File: config.mk
export PLATFORM = sky130hd
export DESIGN_NAME = divisor_count_core
export DESIGN_NICKNAME = d
export VERILOG_FILES = /design/src/hw/rtl/dc_pkg.sv /design/src/hw/rtl/dc_divider.sv /design/src/hw/rtl/divisor_count_core.sv
export SDC_FILE = /design/constraint.sdc
export NUM_CORES = 1
export LEC_CHECK = 0
export BUFFER_PORTS_ARGS = -buffer_cell sky130_fd_sc_hd__buf_4
export CAP_MARGIN = 20
export CORE_AREA = 2 2 153 155
export CTS_BUF_LIST = sky130_fd_sc_hd__clkbuf_2 sky130_fd_sc_hd__clkbuf_4 sky130_fd_sc_hd__clkbuf_8
export CTS_CLUSTER_DIAMETER = 80
export DETAILED_ROUTE_END_ITERATION = 8
export DIE_AREA = 0 0 155 157
export PLACE_DENSITY = 0.65
export SYNTH_ARGS = -nofsm -noshare
export SYNTH_HDL_FRONTEND = slang
export SYNTH_SLANG_ARGS = --single-unit
File: constraint.sdc
create_clock -name clk -period 9 [get_ports clk]
set_input_delay 0.45 -clock clk [delete_from_list [all_inputs] [get_ports clk]]
set_output_delay 0.45 -clock clk [all_outputs]
set_load 0.01 [all_outputs]
File: src/hw/rtl/dc_pkg.sv
// Shared types and constants for the divisor count block.
// Used by the top level, the shared divider and the port checker.
`default_nettype none
package dc_pkg;

  localparam int COUNT_WIDTH = 11;

  typedef struct packed {
    logic busy;
    logic done;
  } div_stat_t;

  typedef enum logic [5:0] {
    S_IDLE   = 6'b000001,
    S_STRIP  = 6'b000010,
    S_CHECK  = 6'b000100,
    S_LAUNCH = 6'b001000,
    S_WAIT   = 6'b010000,
    S_FINISH = 6'b100000
  } state_t;

endpackage
`default_nettype wire

File: src/hw/rtl/dc_divider.sv
// Restoring divider, one quotient bit per cycle, shared by all trial divisors.
// Depends on dc_pkg for the status struct.
`default_nettype none
module dc_divider #(
  parameter int NW = 31,
  parameter int DW = 17
) (
  input  wire logic              clk,
  input  wire logic              rst_n,
  input  wire logic              start,
  input  wire logic [NW-1:0]     dividend,
  input  wire logic [DW-1:0]     divisor,
  output logic [NW-1:0]          quotient,
  output logic [DW-1:0]          remainder,
  output dc_pkg::div_stat_t      stat
);

  localparam int CNTW = $clog2(NW + 1);

  logic [NW-1:0]   quo_r, quo_nxt;
  logic [DW-1:0]   rem_r, rem_nxt;
  logic [CNTW-1:0] cnt_r, cnt_nxt;
  logic            busy_r, busy_nxt;
  logic            done_r, done_nxt;
  logic [DW:0]     trial;
  logic [DW:0]     diff;
  logic            fits;

  assign trial = {rem_r, quo_r[NW-1]};
  assign fits  = trial >= {1'b0, divisor};
  assign diff  = trial - {1'b0, divisor};

  always_comb begin
    quo_nxt  = quo_r;
    rem_nxt  = rem_r;
    cnt_nxt  = cnt_r;
    busy_nxt = busy_r;
    done_nxt = 1'b0;
    if (start) begin
      quo_nxt  = dividend;
      rem_nxt  = '0;
      cnt_nxt  = CNTW'(NW);
      busy_nxt = 1'b1;
    end else if (busy_r) begin
      quo_nxt = {quo_r[NW-2:0], fits};
      rem_nxt = fits ? diff[DW-1:0] : trial[DW-1:0];
      cnt_nxt = cnt_r - CNTW'(1);
      if (cnt_r == CNTW'(1)) begin
        busy_nxt = 1'b0;
        done_nxt = 1'b1;
      end
    end
  end

  always_ff @(posedge clk) begin
    if (!rst_n) begin
      busy_r <= 1'b0;
      done_r <= 1'b0;
      cnt_r  <= '0;
    end else begin
      busy_r <= busy_nxt;
      done_r <= done_nxt;
      cnt_r  <= cnt_nxt;
    end
  end

  always_ff @(posedge clk) begin
    quo_r <= quo_nxt;
    rem_r <= rem_nxt;
  end

  assign quotient  = quo_r;
  assign remainder = rem_r;
  assign stat      = '{busy: busy_r, done: done_r};

endmodule
`default_nettype wire

File: src/hw/rtl/divisor_count_core.sv
// Divisor count of one integer by trial division (2, then odd d < SIEVE_LIMIT while d*d <= n).
// Per item, S_STRIP shifts out factors of 2, then for each odd trial d S_CHECK tests the bound,
// S_LAUNCH starts the shared divider (one quotient bit per cycle), S_WAIT takes its result
// and divides n by d again on a zero remainder; S_FINISH loads the result register. One item
// at a time; in_ready is high only when no item is in work. The result register frees in_ready.
// Reset (synchronous, rst_n low) returns to idle and empties the result register.
`default_nettype none
module divisor_count_core #(
  parameter int NUMBER_WIDTH = 31,
  parameter int SIEVE_LIMIT  = 65536
) (
  input  wire logic                            clk,
  input  wire logic                            rst_n,
  input  wire logic                            in_valid,
  output logic                                 in_ready,
  input  wire logic [NUMBER_WIDTH-1:0]         in_number,
  output logic                                 out_valid,
  input  wire logic                            out_ready,
  output logic [dc_pkg::COUNT_WIDTH-1:0]       out_divisor_count
);

  localparam int NW   = NUMBER_WIDTH;
  localparam int DW   = $clog2(SIEVE_LIMIT + 2);
  localparam int SQW  = 2 * DW;
  localparam int CMPW = (SQW > NW) ? SQW : NW;
  localparam int EW   = $clog2(NUMBER_WIDTH + 2);
  localparam int CW   = dc_pkg::COUNT_WIDTH;
  localparam logic [DW-1:0] LIMIT_D = DW'(SIEVE_LIMIT);

  dc_pkg::state_t    state_r, state_nxt;
  logic [NW-1:0]     n_r, n_nxt;
  logic [DW-1:0]     d_r, d_nxt;
  logic [SQW-1:0]    sq_r, sq_nxt;
  logic [EW-1:0]     e_r, e_nxt;
  logic [CW-1:0]     count_r, count_nxt;
  logic              out_valid_r, out_valid_nxt;
  logic [CW-1:0]     out_count_r, out_count_nxt;

  logic [CW+EW-1:0]  prod;
  logic [CW-1:0]     count_mul;
  logic              go;
  logic              div_start;
  logic [NW-1:0]     div_quo;
  logic [DW-1:0]     div_rem;
  dc_pkg::div_stat_t div_stat;

  assign prod      = count_r * (e_r + EW'(1));
  assign count_mul = prod[CW-1:0];
  assign go        = (d_r < LIMIT_D) && (CMPW'(sq_r) <= CMPW'(n_r));
  assign div_start = (state_r == dc_pkg::S_LAUNCH);

  dc_divider #(
    .NW(NW),
    .DW(DW)
  ) u_div (
    .clk      (clk),
    .rst_n    (rst_n),
    .start    (div_start),
    .dividend (n_r),
    .divisor  (d_r),
    .quotient (div_quo),
    .remainder(div_rem),
    .stat     (div_stat)
  );

  always_comb begin
    state_nxt     = state_r;
    n_nxt         = n_r;
    d_nxt         = d_r;
    sq_nxt        = sq_r;
    e_nxt         = e_r;
    count_nxt     = count_r;
    out_valid_nxt = out_valid_r;
    out_count_nxt = out_count_r;
    if (out_valid_r && out_ready) begin
      out_valid_nxt = 1'b0;
    end
    unique case (state_r)
      dc_pkg::S_IDLE: begin
        if (in_valid) begin
          n_nxt     = in_number;
          e_nxt     = '0;
          count_nxt = CW'(1);
          if (in_number == '0) begin
            count_nxt = '0;
            state_nxt = dc_pkg::S_FINISH;
          end else begin
            state_nxt = dc_pkg::S_STRIP;
          end
        end
      end
      dc_pkg::S_STRIP: begin
        if (!n_r[0]) begin
          n_nxt = n_r >> 1;
          e_nxt = e_r + EW'(1);
        end else begin
          count_nxt = count_mul;
          e_nxt     = '0;
          d_nxt     = DW'(3);
          sq_nxt    = SQW'(9);
          state_nxt = dc_pkg::S_CHECK;
        end
      end
      dc_pkg::S_CHECK: begin
        if (go) begin
          state_nxt = dc_pkg::S_LAUNCH;
        end else begin
          if (n_r > NW'(1)) begin
            count_nxt = {count_r[CW-2:0], 1'b0};
          end
          state_nxt = dc_pkg::S_FINISH;
        end
      end
      dc_pkg::S_LAUNCH: begin
        state_nxt = dc_pkg::S_WAIT;
      end
      dc_pkg::S_WAIT: begin
        if (div_stat.done) begin
          if (div_rem == '0) begin
            n_nxt     = div_quo;
            e_nxt     = e_r + EW'(1);
            state_nxt = dc_pkg::S_LAUNCH;
          end else begin
            count_nxt = count_mul;
            e_nxt     = '0;
            d_nxt     = d_r + DW'(2);
            sq_nxt    = sq_r + SQW'({d_r, 2'b00}) + SQW'(4);
            state_nxt = dc_pkg::S_CHECK;
          end
        end
      end
      dc_pkg::S_FINISH: begin
        if (!out_valid_r || out_ready) begin
          out_valid_nxt = 1'b1;
          out_count_nxt = count_r;
          state_nxt     = dc_pkg::S_IDLE;
        end
      end
      default: begin
        state_nxt = dc_pkg::S_IDLE;
      end
    endcase
  end

  always_ff @(posedge clk) begin
    if (!rst_n) begin
      state_r     <= dc_pkg::S_IDLE;
      out_valid_r <= 1'b0;
    end else begin
      state_r     <= state_nxt;
      out_valid_r <= out_valid_nxt;
    end
  end

  always_ff @(posedge clk) begin
    n_r         <= n_nxt;
    d_r         <= d_nxt;
    sq_r        <= sq_nxt;
    e_r         <= e_nxt;
    count_r     <= count_nxt;
    out_count_r <= out_count_nxt;
  end

  assign in_ready          = (state_r == dc_pkg::S_IDLE);
  assign out_valid         = out_valid_r;
  assign out_divisor_count = out_count_r;

endmodule
`default_nettype wire

==> results of run 1 <==
==> logic make-up (layout without fill, tap and decap cells) <==
group	count (synthesis)	after routing	synth area share, %
XOR/XNOR	75	75	5.80
multiplexers	15	15	1.32
AO/OA/AOI/OAI	239	239	14.1
buffers and inverters	148	204	4.98
adder cells (fa/ha/maj)	127	127	15.8
AND/OR/NAND/NOR	377	377	16.6
flip-flops	168	168	41.4
==> cell usage after synthesis, types with 4 or more instances <==
cell      instances  share of area [%]
nand4_1          22                1.2
inv_1           112                3.7
ha_1             98                 11
a222oi_1         29                2.5
nand2b_1          7               0.38
a21o_1           22                1.4
a211oi_1          6               0.39
a21oi_1          46                2.0
buf_1             4               0.13
edfxtp_1        137                 36
nor4_1           28                1.5
nand2_1         108                3.5
xnor2_1          52                4.0
o21ai_1           5               0.22
nor2_1           81                2.7
nand3b_1         10               0.66
and3_1           13               0.71
and2_1           28                1.5
nor2b_1          25                1.4
a21boi_0          7               0.46
xor2_1           22                1.7
fa_1             29                5.1
clkbuf_1         27               0.89
or4_1             5               0.33
dfxtp_1          31                5.4
o21a_1           12               0.79
nand3_1          20               0.87
o21bai_1          6               0.39
or3_1             4               0.22
o31a_1            4               0.31
o21ai_0          78                3.4
nor3_1           12               0.52
mux2i_1          14                1.2
==> how the worst max path moves through the flow <==
stage               cells past startpoint                   endpoint               startpoint  slack, ns
global route                           17  count_r[10]$_SDFFCE_PP0P_     e_r[0]$_SDFFCE_PP0P_       3.11
floorplan                               5      d_r[10]$_SDFFCE_PP0P_  state_r[0]$_SDFFE_PN1P_       3.89
CTS                                    17  count_r[10]$_SDFFCE_PP0P_     e_r[0]$_SDFFCE_PP0P_       3.53
detailed placement                     17  count_r[10]$_SDFFCE_PP0P_     e_r[0]$_SDFFCE_PP0P_       3.57
finish                                 17  count_r[10]$_SDFFCE_PP0P_     e_r[0]$_SDFFCE_PP0P_       3.49
global placement                       17  count_r[10]$_SDFFCE_PP0P_     e_r[0]$_SDFFCE_PP0P_       3.75
==> flip-flops by register name (all words and copies together), names as in the netlist <==
name	flops
out_divisor_count	11
u_div.busy_r	1
e_r	6
n_r	31
u_div.quotient	31
state_r	6
count_r	11
d_r	16
u_div.remainder	17
sq_r	31
u_div.done_r	1
out_valid	1
u_div.cnt_r	5
==> worst register-to-register path, stage by stage (launching register included) <==
cell and delay (ns):
edfxtp_1 0.73, ha_1 0.31, xor2_1 0.65, and2_1 0.25, fa_1 0.42, inv_1 0.08
fa_1 0.43, fa_1 0.54, inv_1 0.05, fa_1 0.47, ha_1 0.35, o21ai_0 0.15
a21oi_1 0.07, o21ai_0 0.24, nand2b_1 0.10, a21oi_1 0.19, xnor2_1 0.13, o21ai_0 0.09
==> power by group <==
part / total, uW / switching (uW) / internal, uW
clock network: 559 / 345 / 214
logic: 2060 / 1140 / 916
registers: 1230 / 178 / 1050
==> metal layers <==
layer | global-route usage (%) | wire length (microns) | share of wire (%)
met2 | 34.0 | 11600 | 44
met3 | 2.84 | 1380 | 5.2
met5 | 0 | 0 | 0
met4 | 6.13 | 333 | 1.3
met1 | 33.5 | 13000 | 49
==> cell type report <==
class | count | area, sq um
Timing Repair Buffer | 60 | 450
Multi-Input combinational cell | 833 | 6170
Tap cell | 285 | 357
Clock inverter | 15 | 171
Clock buffer | 17 | 234
Inverter | 112 | 420
Fill cell | 1988 | 9970
Sequential cell | 168 | 4730
==> through the flow <==
stage               total power [uW]  util (%)  cell area (sq um)  hold slack (ns)
global route                    4230      55.7              12500            0.243
CTS                             3870      55.7              12500            0.223
floorplan                       2820         -              11400            0.418
detailed placement              3290      53.9              12100            0.487
global placement                3250      53.9              12100            0.472
finish                          3840      55.7              12500            0.248
==> results_dict.tcl, run 1 <==
set metrics [dict create \
    whs_path_depth 3 \
    wirelength_mm 26.4 \
    critPathKind "reg2reg" \
    crit_path_frequent_cell "fa_1" \
    ys_warn_count 0 \
    dpl.cell_count 1458 \
    cp_slowest_cell "edfxtp_1" \
    syn_area_per_cell_sq_um 9.96 \
    fmax_mhz 181 \
    start_kind "register" \
    hpwlAfterDp_mm 19.2 \
    drt_pass1_iterations 9 \
    fin_ws_ns 3.49 \
    cts_sinks 168 \
    reg2reg_slack_ns 3.49 \
    antenna_found_initial 0 \
    final_hold_viol_count 0 \
    critical_path.cell_chain "ha_1 -> xor2_1 -> and2_1 -> fa_1 -> inv_1 -> fa_1 -> fa_1 -> inv_1 -> fa_1 -> ha_1 -> o21ai_0 -> a21oi_1 -> o21ai_0 -> nand2b_1 -> a21oi_1 -> xnor2_1 -> o21ai_0" \
    whs_endpoint "n_r[25]$_DFFE_PP_" \
    fp-row-count 55 \
    worst_slew_pin_slew_ns 0.950 \
    outcome "finished with violations" \
    setup_violations 0 \
    cp_data_arrival_time_ns 5.73 \
    n_antenna_cell 0 \
    clock_skew_ns 0.0288 \
    hp-class "in2reg" \
    max-slew-margin-rel_pct 36.5 \
    clk_pin_slew_worst_paths_ns 0.12 \
    dieWidth_microns 155 \
    cts_hold_buffers 0 \
    cts_root_buf "clkbuf_8" \
    wl_per_cell_microns 17.7 \
    rsz0062_at_grt "false" \
    final_nets 1354 \
    synth_edf_count 137 \
    hp-start "in_number[25]" \
    area_delta_synth_final_pct 9.47 \
    dieArea_sq_um 24300 \
    setup_tns_ns 0 \
    num_vias 8616 \
    routabilityCongestion 0.863 \
    drive_gt1_share_pct 9.13 \
    final_cell_mix "137 x edfxtp_1, 112 x inv_1, 108 x nand2_1" \
    grt_pass1_wl_mm 43.0 \
    ioPinCount 48 \
    cts_resized 0 \
    ys_seq_area_share_pct 41.4 \
    synth.distinct_cells 63 \
    crit_required_ns 9.21 \
    grt_max_degree 73 \
    ant_nets 0 \
    slew_violations 0 \
    violations "DRC" \
    cts_buffers 17 \
    period_needed_ns 5.51 \
    initial_utilization_pct 50.9 \
    r2r-end "count_r[10]$_SDFFCE_PP0P_" \
    p_leak_uw 0.00517 \
    reg2reg_depth 17 \
    drc_errors 19 \
    gr-total-overflow 0 \
    vdd_drop_max_uv 195 \
    cp_num_buf_inv 2 \
    synth.ff_latch_count 168 \
    synthCells 1149 \
    cts_buffer_depth 2 \
    async_flop_share_pct 0 \
    synth_nets 1311 \
    portBuffers 47 \
    cts_tree "built" \
    p_per_area_nw_per_um2 307 \
    post-place-ws_ns 3.57 \
    h-tree-depth 4 \
    die_h_microns 157 \
    path_delay_family "adder cells" \
    cp_max_fo 15 \
    final_common_cell "edfxtp_1" \
    cp-end-kind "register" \
    drtIter0Drc 861 \
    reg2reg_from "e_r[0]$_SDFFCE_PP0P_" \
    grt_pass1_vias 8066 \
    insertion_delay_ns 0.48 \
    post_cts_buffers 0 \
    core_area_sq_um 22500 \
    timing.max_cap.violations 0 \
    grt.total_usage_pct 22.3 \
    post-route-period-util_pct 61.3 \
    synth-main-ff-cell "edfxtp_1" \
    slowest_delay_ns 0.73 \
    routed_via_density 5.78 \
    synth_area_sq_um 11400 \
    final_cells 1490 \
]
(Power assumes the default switching activity.)
==> inputs of run 2 (changes only) <==
--- a/config.mk
+++ b/config.mk
@@ -5,14 +5,15 @@
 export SDC_FILE = /design/constraint.sdc
 export NUM_CORES = 1
 export LEC_CHECK = 0
+export ABC_AREA = 1
 export BUFFER_PORTS_ARGS = -buffer_cell sky130_fd_sc_hd__buf_4
 export CAP_MARGIN = 20
-export CORE_AREA = 2 2 153 155
+export CORE_AREA = 2 2 156 158
 export CTS_BUF_LIST = sky130_fd_sc_hd__clkbuf_2 sky130_fd_sc_hd__clkbuf_4 sky130_fd_sc_hd__clkbuf_8
 export CTS_CLUSTER_DIAMETER = 80
 export DETAILED_ROUTE_END_ITERATION = 8
-export DIE_AREA = 0 0 155 157
-export PLACE_DENSITY = 0.65
+export DIE_AREA = 0 0 158 160
+export PLACE_DENSITY = 0.68
 export SYNTH_ARGS = -nofsm -noshare
 export SYNTH_HDL_FRONTEND = slang
 export SYNTH_SLANG_ARGS = --single-unit
==> constraint.sdc (replaced) <==
create_clock -name clk -period 4.47 [get_ports clk]
set_input_delay 0.2235 -clock clk [delete_from_list [all_inputs] [get_ports clk]]
set_output_delay 0.2235 -clock clk [all_outputs]
set_load 0.01 [all_outputs]
==> results_dict.tcl, run 2 <==
set metrics [dict create \
    routed_via_density 5.48 \
    swShare_pct 47.0 \
    h-tree-depth 4 \
    crit_path_frequent_cell "fa_1" \
    initial_utilization_pct 50.0 \
    final_cell_mix "343 x nand2_1, 210 x inv_1, 137 x edfxtp_1" \
    p_per_area_nw_per_um2 684 \
    wl_per_cell_microns 16.3 \
    synthSimpleGateAreaFrac_pct 22.5 \
    ys_seq_area_share_pct 39.8 \
    dieArea_sq_um 25300 \
    synth_edf_count 137 \
    cp_slowest_cell "fa_1" \
    cts_buffer_depth 2 \
    path_delay_family "adder cells" \
    pwr-share-seq_pct 25.9 \
    synth_area_sq_um 11900 \
    routabilityCongestion 0.927 \
    cts_buffers 17 \
    gr-total-overflow 0 \
    synth_top_area_share_pct 34.5 \
    rsz0062_at_grt "true" \
    setup_violations 0 \
    vdd_drop_max_uv 620 \
    yosys-top-cells-area "edfxtp_1 35%, nand2_1 11%, ha_1 10%" \
    comb_power_share_pct 61.6 \
    hp-class "in2reg" \
    grt_max_degree 69 \
    crit_required_ns 4.73 \
    n_antenna_cell 0 \
    insertion_delay_ns 0.50 \
    yosys-mux-area-fraction_pct 0 \
    drtIter0Drc 1031 \
    p_switching_uw 4350 \
    antenna_found_initial 0 \
    cp-end-kind "register" \
    die_h_microns 160 \
    cp_data_arrival_time_ns 4.71 \
    synthCells 1458 \
    fin_util_pct 56.9 \
    synth.distinct_cells 49 \
    slowest_delay_ns 0.60 \
    final_common_cell "nand2_1" \
    ys_warn_count 0 \
    p_int_uw 4910 \
    critPathKind "reg2reg" \
    critical_path.cell_chain "ha_4 -> nand2_4 -> inv_4 -> nand2_4 -> nand2_4 -> inv_2 -> nand2_2 -> fa_1 -> fa_1 -> fa_1 -> inv_2 -> fa_1 -> ha_4 -> nand2_2 -> nand2_2 -> a21oi_4 -> o21ai_2 -> a21oi_2 -> nand3_1 -> nand3_1 -> nand2_1" \
    holdWs_ns 0.0177 \
    max-slew-margin-rel_pct 32.7 \
    ant_nets 0 \
    synth_top_family_by_area "simple AND/OR/NAND/NOR gates" \
    cts_root_buf "clkbuf_8" \
    synth.ff_latch_count 168 \
    syn_area_per_cell_sq_um 8.17 \
    clkPwrFrac_pct 12.5 \
    drc_errors 0 \
    drive_gt1_share_pct 11.9 \
    cts_tree "built" \
    area_delta_synth_final_pct 13.8 \
    ioPinCount 48 \
    outcome "completed" \
    core_area_sq_um 23800 \
    grt.total_usage_pct 24.7 \
    clk_pin_slew_worst_paths_ns 0.12 \
    post-route-period-util_pct 99.5 \
    synth_xor_area_share_pct 1.25 \
    start_kind "register" \
    drt_pass1_iterations 7 \
    synth-compound-area-share_pct 13.0 \
    final_nets 1704 \
    final_hold_viol_count 0 \
    wirelength_mm 30.6 \
    dieWidth_microns 158 \
    grt_pass1_wl_mm 49.2 \
    period_needed_ns 4.45 \
    whs_path_depth 3 \
    clock_skew_ns 0.0258 \
    p_leak_uw 0.00613 \
    fp-row-count 57 \
    synth_most_common_cell "nand2_1" \
    grt_pass1_vias 9885 \
    cp_max_fo 3 \
    async_flop_share_pct 0 \
    worst_slew_pin_slew_ns 1.01 \
    portBuffers 47 \
    crit_cells 21 \
    fmax_mhz 225 \
    hpwlAfterDp_mm 22.7 \
    synth_commonest_cells "352 x nand2_1, 214 x inv_1, 137 x edfxtp_1" \
    num_vias 10300 \
    slew_violations 0 \
    cts_sinks 168 \
    timing.max_cap.violations 0 \
    synthAdderAreaFrac_pct 15.2 \
    synth_largest_area_cell "edfxtp_1" \
    synth_nets 1620 \
    reg2reg_depth 21 \
    cp_num_buf_inv 3 \
    synth-main-ff-cell "edfxtp_1" \
]
[run 2: cell count changes in the layout (fill, tap and decap cells not counted), moves of 27 or more]
cell	before	now
nand2_1	108	343
inv_1	112	210
a21oi_1	46	90
xnor2_1	52	11
nand3_1	20	55
nor2_1	79	113
a222oi_1	29	0
o21ai_1	5	32
[run 2: repair_timing]
item | CTS | global route
hold buffers | 12 | 0
hold endpoints to repair | 13 | 0
gates cloned | 0 | 0
resized for setup | 14 | 34
endpoints found under the setup margin | 2 | 4
buffers inserted | 2 | 1
pin swaps | 15 | 43
[run 2: through the flow]
step | cells | TNS [ns] | power [uW] | setup WS, ns | area (sq um)
finish | 1879 | 0 | 9260 | 0.0241 | 13600
global route | 1879 | -0.495 | 10100 | -0.169 | 13600
CTS | 1878 | 0 | 8510 | 0.00628 | 13400
detailed placement | 1832 | -0.179 | 7080 | -0.131 | 12800
global placement | 1832 | -0.0695 | 6930 | -0.0695 | 12800
floorplan | 1458 | 0 | 5610 | 0.0271 | 11900
[run 2: logic make-up (layout without fill, tap and decap cells)]
family	Yosys count	after routing
buf+inv	252	349
compound gates	271	271
fa+ha+maj	127	127
xor+xnor	17	17
flops	168	168
simple gates	623	623
[run 2: worst reg2reg max path: stages, from the launching register on]
cell	delay, ns
edfxtp_1	0.48
ha_4	0.22
nand2_4	0.08
inv_4	0.05
nand2_4	0.08
nand2_4	0.06
inv_2	0.07
nand2_2	0.05
fa_1	0.56
fa_1	0.44
fa_1	0.51
inv_2	0.05
fa_1	0.60
ha_4	0.24
nand2_2	0.09
nand2_2	0.06
a21oi_4	0.14
o21ai_2	0.08
a21oi_2	0.14
nand3_1	0.08
nand3_1	0.07
nand2_1	0.06
[run 2: area by class of cell]
| type | instances | area [sq um] |
|---|---|---|
| Clock buffer | 17 | 234 |
| Clock inverter | 15 | 198 |
| Fill cell | 2240 | 10300 |
| Inverter | 221 | 835 |
| Multi-Input combinational cell | 1038 | 6380 |
| Sequential cell | 168 | 4730 |
| Tap cell | 324 | 405 |
| Timing Repair Buffer | 96 | 763 |
[run 2: routing by layer]
metal / global-route usage (%) / up-vias / part of all wire, %
met1: 33.7 / 4840 / 44
met3: 3.96 / 47 / 6.1
met2: 40.5 / 334 / 48
li1: - / 5084 / -
met5: 0 / - / 0
met4: 7.21 / 0 / 2.1
[run 2: path summary, 6_finish.rpt]
path / start / endpoint / slack (ns)
hold / removal: in_number[6] / n_r[6]$_DFFE_PP_ / 0.02
setup / recovery: e_r[0]$_SDFFCE_PP0P_ / count_r[10]$_SDFFCE_PP0P_ / 0.02
hold reg to reg: u_div.remainder[16]$_SDFFE_PP0P_ / u_div.remainder[16]$_SDFFE_PP0P_ / 0.49
setup reg to reg: e_r[0]$_SDFFCE_PP0P_ / count_r[10]$_SDFFCE_PP0P_ / 0.02
[run 2: power by group through the flow]
stage / Clock, uW / Sequential (uW) / Combinational [uW]
after detailed placement: 0 / 2410 / 4670
after floorplan: 0 / 2330 / 3280
final: 1160 / 2400 / 5710
after global routing: 1230 / 2430 / 6410
after global placement: 0 / 2410 / 4520
after CTS: 1170 / 2380 / 4960
